**src/design/stack_bytecode_executor_unit_assert.svh**
```systemverilog
// Assertion macros shared by the stack bytecode executor RTL.
`ifndef STACK_BYTECODE_EXECUTOR_UNIT_ASSERT_SVH
`define STACK_BYTECODE_EXECUTOR_UNIT_ASSERT_SVH

// Condition implies consequence in the same cycle.
`define SBE_ASSERT_SAME(label, clk, rst, cond, cons, msg) \
   label: assert property (@(posedge clk) disable iff (rst) (cond) |-> (cons)) \
      else $error(msg);

// Condition implies consequence in the next cycle.
`define SBE_ASSERT_NEXT(label, clk, rst, cond, cons, msg) \
   label: assert property (@(posedge clk) disable iff (rst) (cond) |=> (cons)) \
      else $error(msg);

`endif

```
**src/design/sbe_pkg.sv**
```systemverilog
// Package with types and constants of the stack bytecode executor.
`timescale 1ns / 1ps
`default_nettype none
package sbe_pkg;

   // Data memory size in bytes and its index width.
   localparam int MEM_BYTES = 65536;
   localparam int ADDR_W = $clog2(MEM_BYTES);

   // Opcodes.
   localparam logic [7:0] OP_NOOP = 8'h00;
   localparam logic [7:0] OP_PUSH = 8'h01;
   localparam logic [7:0] OP_POP  = 8'h02;
   localparam logic [7:0] OP_C8   = 8'h03;
   localparam logic [7:0] OP_C16  = 8'h04;
   localparam logic [7:0] OP_C32  = 8'h05;
   localparam logic [7:0] OP_DUP  = 8'h06;
   localparam logic [7:0] OP_SWAP = 8'h07;
   localparam logic [7:0] OP_ADD  = 8'h10;
   localparam logic [7:0] OP_SUB  = 8'h11;
   localparam logic [7:0] OP_MUL  = 8'h12;
   localparam logic [7:0] OP_DIV  = 8'h13;
   localparam logic [7:0] OP_MOD  = 8'h14;
   localparam logic [7:0] OP_NEG  = 8'h15;
   localparam logic [7:0] OP_ABS  = 8'h16;
   localparam logic [7:0] OP_OUT  = 8'hA0;

   // Result kinds.
   localparam logic [2:0] KIND_CHAR = 3'd0;
   localparam logic [2:0] KIND_DONE = 3'd1;
   localparam logic [2:0] KIND_OVF  = 3'd2;
   localparam logic [2:0] KIND_ILL  = 3'd3;
   localparam logic [2:0] KIND_DIV0 = 3'd4;
   localparam logic [2:0] KIND_NONE = 3'd0;

   // Configuration register indexes and reset values.
   localparam logic [1:0] CSR_FLOOR = 2'd0;
   localparam logic [1:0] CSR_START = 2'd1;
   localparam logic [15:0] FLOOR_RESET = 16'd1000;
   localparam logic [15:0] START_RESET = 16'd65535;

   // Iterations of the divider.
   localparam logic [5:0] DIV_STEPS = 6'd32;

   // Classified instruction passed from the front to the back.
   typedef struct packed {
      logic [7:0]  opcode;
      logic [15:0] var_address;
      logic [31:0] value;
      logic        last;
      logic        illegal;
      logic        is_push;
      logic [1:0]  n_reads;
      logic [1:0]  n_writes;
   } sbe_instr_type;

endpackage
`default_nettype wire

```
**src/design/sbe_front.sv**
```systemverilog
// Front end: accepts instructions, classifies them and queues them for the back end.
`timescale 1ns / 1ps
`default_nettype none
module sbe_front (
   input  logic                  clock,
   input  logic                  reset,
   input  logic                  req_push,
   output logic                  req_full,
   input  logic [7:0]            req_opcode,
   input  logic [15:0]           req_var_address,
   input  logic signed [31:0]    req_immediate,
   input  logic                  req_last_instruction,
   input  logic                  hold,
   output sbe_pkg::sbe_instr_type ins,
   output logic                  ins_valid,
   input  logic                  ins_take
);
   import sbe_pkg::*;

   sbe_instr_type q_ff [2];
   logic          wr_ptr_ff, wr_ptr_in;
   logic          rd_ptr_ff, rd_ptr_in;
   logic [1:0]    cnt_ff, cnt_in;
   sbe_instr_type cls;
   logic          accept;
   logic          take;

   // Classify the incoming opcode.
   always_comb begin
      cls.opcode      = req_opcode;
      cls.var_address = req_var_address;
      cls.value       = req_immediate;
      cls.last        = req_last_instruction;
      cls.illegal     = 1'b0;
      cls.is_push     = 1'b0;
      cls.n_reads     = 2'd0;
      cls.n_writes    = 2'd0;
      unique case (req_opcode)
         OP_NOOP: begin
         end
         OP_PUSH, OP_DUP: begin
            cls.is_push = 1'b1; cls.n_reads = 2'd1; cls.n_writes = 2'd1;
         end
         OP_POP, OP_NEG, OP_ABS: begin
            cls.n_reads = 2'd1; cls.n_writes = 2'd1;
         end
         OP_C8: begin
            cls.is_push = 1'b1; cls.n_writes = 2'd1;
            cls.value = {{24{req_immediate[7]}}, req_immediate[7:0]};
         end
         OP_C16: begin
            cls.is_push = 1'b1; cls.n_writes = 2'd1;
            cls.value = {{16{req_immediate[15]}}, req_immediate[15:0]};
         end
         OP_C32: begin
            cls.is_push = 1'b1; cls.n_writes = 2'd1;
         end
         OP_SWAP: begin
            cls.n_reads = 2'd2; cls.n_writes = 2'd2;
         end
         OP_ADD, OP_SUB, OP_MUL, OP_DIV, OP_MOD: begin
            cls.n_reads = 2'd2; cls.n_writes = 2'd1;
         end
         OP_OUT: begin
            cls.n_reads = 2'd1;
         end
         default: begin
            cls.illegal = 1'b1;
         end
      endcase
   end

   // Two-entry queue toward the back end.
   assign req_full  = (cnt_ff == 2'd2) || hold;
   assign accept    = req_push && !req_full;
   assign ins_valid = (cnt_ff != 2'd0);
   assign ins       = q_ff[rd_ptr_ff];
   assign take      = ins_take && ins_valid;

   always_comb begin
      wr_ptr_in = wr_ptr_ff ^ accept;
      rd_ptr_in = rd_ptr_ff ^ take;
      cnt_in    = cnt_ff + {1'b0, accept} - {1'b0, take};
   end

   always_ff @(posedge clock) begin
      if (reset) begin
         wr_ptr_ff <= 1'b0;
         rd_ptr_ff <= 1'b0;
         cnt_ff    <= 2'd0;
      end else begin
         wr_ptr_ff <= wr_ptr_in;
         rd_ptr_ff <= rd_ptr_in;
         cnt_ff    <= cnt_in;
      end
      if (accept) begin
         q_ff[wr_ptr_ff] <= cls;
      end
   end

endmodule
`default_nettype wire

```
**config.mk**
```make
export PLATFORM = sky130hd
export DESIGN_NAME = sbe_front
export DESIGN_NICKNAME = d
export VERILOG_FILES = /design/src/design/stack_bytecode_executor_unit_assert.svh /design/src/design/sbe_pkg.sv /design/src/design/sbe_front.sv
export SDC_FILE = /design/constraint.sdc
export NUM_CORES = 1
export LEC_CHECK = 0
export CORE_MARGIN = 1.5
export CORE_UTILIZATION = 45
export DETAILED_ROUTE_END_ITERATION = 10
export DONT_BUFFER_PORTS = 1
export SYNTH_ARGS = -nofsm -noshare
export SYNTH_HDL_FRONTEND = slang
export SYNTH_SLANG_ARGS = --single-unit
```
**constraint.sdc**
```tcl
create_clock -name clock -period 5.9 [get_ports clock]
set_clock_uncertainty 0.2 [all_clocks]
set_input_delay 0.59 -clock clock [delete_from_list [all_inputs] [get_ports clock]]
set_output_delay 0.59 -clock clock [all_outputs]
set_load 0.01 [all_outputs]
```
==> impl_metrics.py <==
metrics = {
    "finish": {
        "multi_input_area_um2": 1320,
        "instances_no_fill": 468,
        "n_antenna_cell": 0,
        "syn_to_final_growth_pct": 13.9,
        "seq_area_um2": 3870,
        "postLayoutCoreUtil_pct": 52.4,
        "drive_above_1_share_pct": 31.7,
        "fill_cells": 930,
        "nets": 378,
    },
    "global_routing": {
        "grt_start_max_net_pins": 65,
        "use_met2_pct": 23.5,
        "grt_use_met3_pct": 7.82,
        "grt_pass1_vias": 2669,
        "antenna_found_initial": 0,
        "track_usage_pct": 15.5,
        "use_met1_pct": 18.8,
        "top_usage_layer": "met2",
        "gr-total-overflow": 0,
        "grt_pass1_wl_um": 14400,
    },
    "worst_setup_path": {
        "ff2ff_path_depth": 5,
        "crit_path_cell_trace": "mux2_2",
        "cp.depth": 1,
        "worstPathMaxFanout": 64,
        "cp.arrival_ps": 1840,
        "worstSetupStartpointType": "register",
        "crit_slowest_cell": "dfxtp_4",
        "critPathBufInv": 0,
        "worst_setup_path_end_kind": "output port",
        "cp_top_family": "flip-flops",
        "required_ps": 5110,
        "slowest_delay_ps": 930,
        "path_class": "register to output port",
    },
    "run_status": {
        "run_status": "completed",
    },
    "sta": {
        "slew_viol_final": 0,
        "period_minus_slack_ps": 2630,
        "hold_viol": 0,
        "tightest_slew_ps": 908,
        "slew_headroom_pct": 39.5,
        "rsz0062_at_grt": "no",
        "setup_viol": 0,
        "tns_ps": 0,
        "fmax_ghz": 0.381,
        "post-route-period-util_pct": 44.5,
    },
    "power_and_ir_drop": {
        "seqPwrFrac_pct": 46.0,
        "leakage_nw": 2.05,
        "pwr-share-comb_pct": 13.5,
        "clkPwrFrac_pct": 40.5,
        "power_switching_mw": 0.631,
        "power.density_nw_per_um2": 427,
        "p_int_mw": 1.92,
        "netSwitchingFraction_pct": 24.7,
        "ir_worst_vdd_v": 0.000180,
    },
    "floorplanning": {
        "pin_count": 127,
        "dieWidth_um": 111,
        "start_util_pct": 46.0,
        "fp-row-count": 39,
        "die_area_um2": 12300,
        "fp.dieH_um": 111,
        "placeableCoreArea_um2": 11400,
    },
    "cts": {
        "cts.sinks": 130,
        "numCtsBuffers": 17,
        "clockBufferDepth": 2,
        "clk_latency_ps": 400,
        "ctsHoldBuffers": 0,
        "htree_num_levels": 4,
        "cts_root_buf": "clkbuf_16",
        "ctsResizeCount": 0,
        "tritoncts": "done",
        "cts_setup_buffers": 0,
        "clk_pin_slew_ps": 60,
    },
    "synthesis": {
        "synthCells": 305,
        "yosysUniqueCellTypes": 41,
        "synthesis.area_um2": 5250,
        "synth-seq-cells": 130,
        "avgSynthCellArea_um2": 17.2,
        "ys_seq_area_share_pct": 73.6,
        "synth_fp_nets": 371,
        "ys_warn_count": 0,
    },
    "min_path": {
        "min_path_cells": 1,
        "worst_hold_path_type": "primary input to register",
    },
    "place": {
        "placed_cells": 436,
        "dp_hpwl_um": 5380,
        "gp_congestion": 0.716,
        "port_buffers": 0,
    },
    "route": {
        "routedWlPerCell_um": 19.4,
        "num_vias": 2517,
        "drc": 0,
        "drt_wl_total_um": 9070,
        "drt-vias-per-instance": 5.38,
        "drtIter0Drc": 100,
        "drt_pre_antenna_iters": 4,
        "drtAntennaViolNets": 0,
    },
    "job": {
        "drv_cap": 0,
    },
}
[layer usage]
layer  vias to the layer above  share of wire [%]  wire (um)
met5                         -                  0          0
met4                         0                1.6        148
met3                        12                9.3        840
met2                        97                 47       4270
met1                      1231                 42       3810
li1                       1177                  -          -
[sequential cells by signal (all words and copies together) (netlist names)]
signal,cells
q_ff,126
rd_ptr_ff,1
cnt_ff,2
wr_ptr_ff,1
[worst register-to-register path, stage by stage, from the launching register on]
cell     delay [ps]
dfxtp_1         350
inv_1            50
a21oi_1         170
nand2_1          90
inv_1           140
ha_4            750
[cell families (layout without fill, tap and decap cells)]
logic type	after synthesis	count (layout)	share of synthesized area (%)
DFF	130	130	73.6
xor gates and xnor gates	5	5	0.834
adders and majority gates	5	5	1.14
muxes	63	63	13.5
AOI/OAI and AO/OA	21	21	2.95
buffers and inverters	19	39	1.86
and+or+nand+nor	62	62	6.12
[power groups by stage]
stage / registers, mW / logic (mW) / clock network (mW)
after floorplan: 1.13 / 0.348 / 0
after global placement: 1.19 / 0.350 / 0
after detailed placement: 1.20 / 0.351 / 0
after CTS: 1.18 / 0.354 / 1.06
after global routing: 1.19 / 0.376 / 1.10
final: 1.17 / 0.346 / 1.04
[cell usage after synthesis, drive strengths merged]
master | count | area, um2
mux2 | 63 | 709
edfxtp | 126 | 3780
xnor2 | 4 | 35.0
a32oi | 1 | 8.76
o211ai | 2 | 20.0
or2 | 2 | 12.5
o2bb2ai | 1 | 8.76
buf | 11 | 67.6
nor3 | 1 | 16.3
nand3 | 3 | 32.5
nor2 | 7 | 36.3
xor2 | 1 | 8.76
a31oi | 2 | 12.5
or4 | 1 | 7.51
o21ai | 3 | 15.0
inv | 7 | 26.3
o311a | 1 | 10.0
clkbuf | 1 | 3.75
a21o | 7 | 52.6
nand4b | 1 | 8.76
and3b | 1 | 8.76
nand2 | 38 | 143
nor2b | 1 | 6.26
nor4bb | 1 | 10.0
a31o | 1 | 8.76
a311oi | 1 | 8.76
ha | 4 | 50.1
a21oi | 2 | 10.0
dfxtp | 4 | 80.1
nor3b | 2 | 15.0
maj3 | 1 | 10.0
nor4 | 2 | 12.5
and2 | 2 | 12.5
[stage by stage]
| stage | hold slack [ps] | worst slack [ps] | total power, mW | cell area (um2) |
|---|---|---|---|---|
| floorplan | 299 | 2860 | 1.48 | 5250 |
| global placement | 322 | 3530 | 1.54 | 5390 |
| detailed placement | 357 | 3500 | 1.55 | 5390 |
| CTS | 25.5 | 3230 | 2.59 | 5980 |
| global route | 18.5 | 3170 | 2.66 | 5980 |
| finish | 39.3 | 3270 | 2.55 | 5980 |
[path summary, 6_finish.rpt]
| check | start | slack, ps | endpoint |
|---|---|---|---|
| worst max-delay path | rd_ptr_ff$_SDFF_PP0_ | 3270 | ins[27] |
| worst min-delay path | reset | 40 | rd_ptr_ff$_SDFF_PP0_ |
| worst max register to register | cnt_ff[0]$_SDFF_PP0_ | 3720 | q_ff[0][21]$_DFFE_PP_ |
| worst min register to register | cnt_ff[1]$_SDFF_PP0_ | 360 | cnt_ff[1]$_SDFF_PP0_ |
[cell type report]
type / count / share of cell area, %
Multi-Input combinational cell: 156 / 22.0
Tap cell: 143 / 2.99
Inverter: 7 / 0.439
Clock inverter: 15 / 2.80
Sequential cell: 130 / 64.7
Clock buffer: 17 / 7.11
[layout by cell type (no fill, tap or decap), drive strengths merged, types with 7 or more instances in the layout]
cell type	n
edfxtp	126
mux2	63
nand2	38
clkbuf	17
clkinv	8
inv	7
a21o	7
nor2	7
Note: power is estimated with default switching activity, not from simulation.
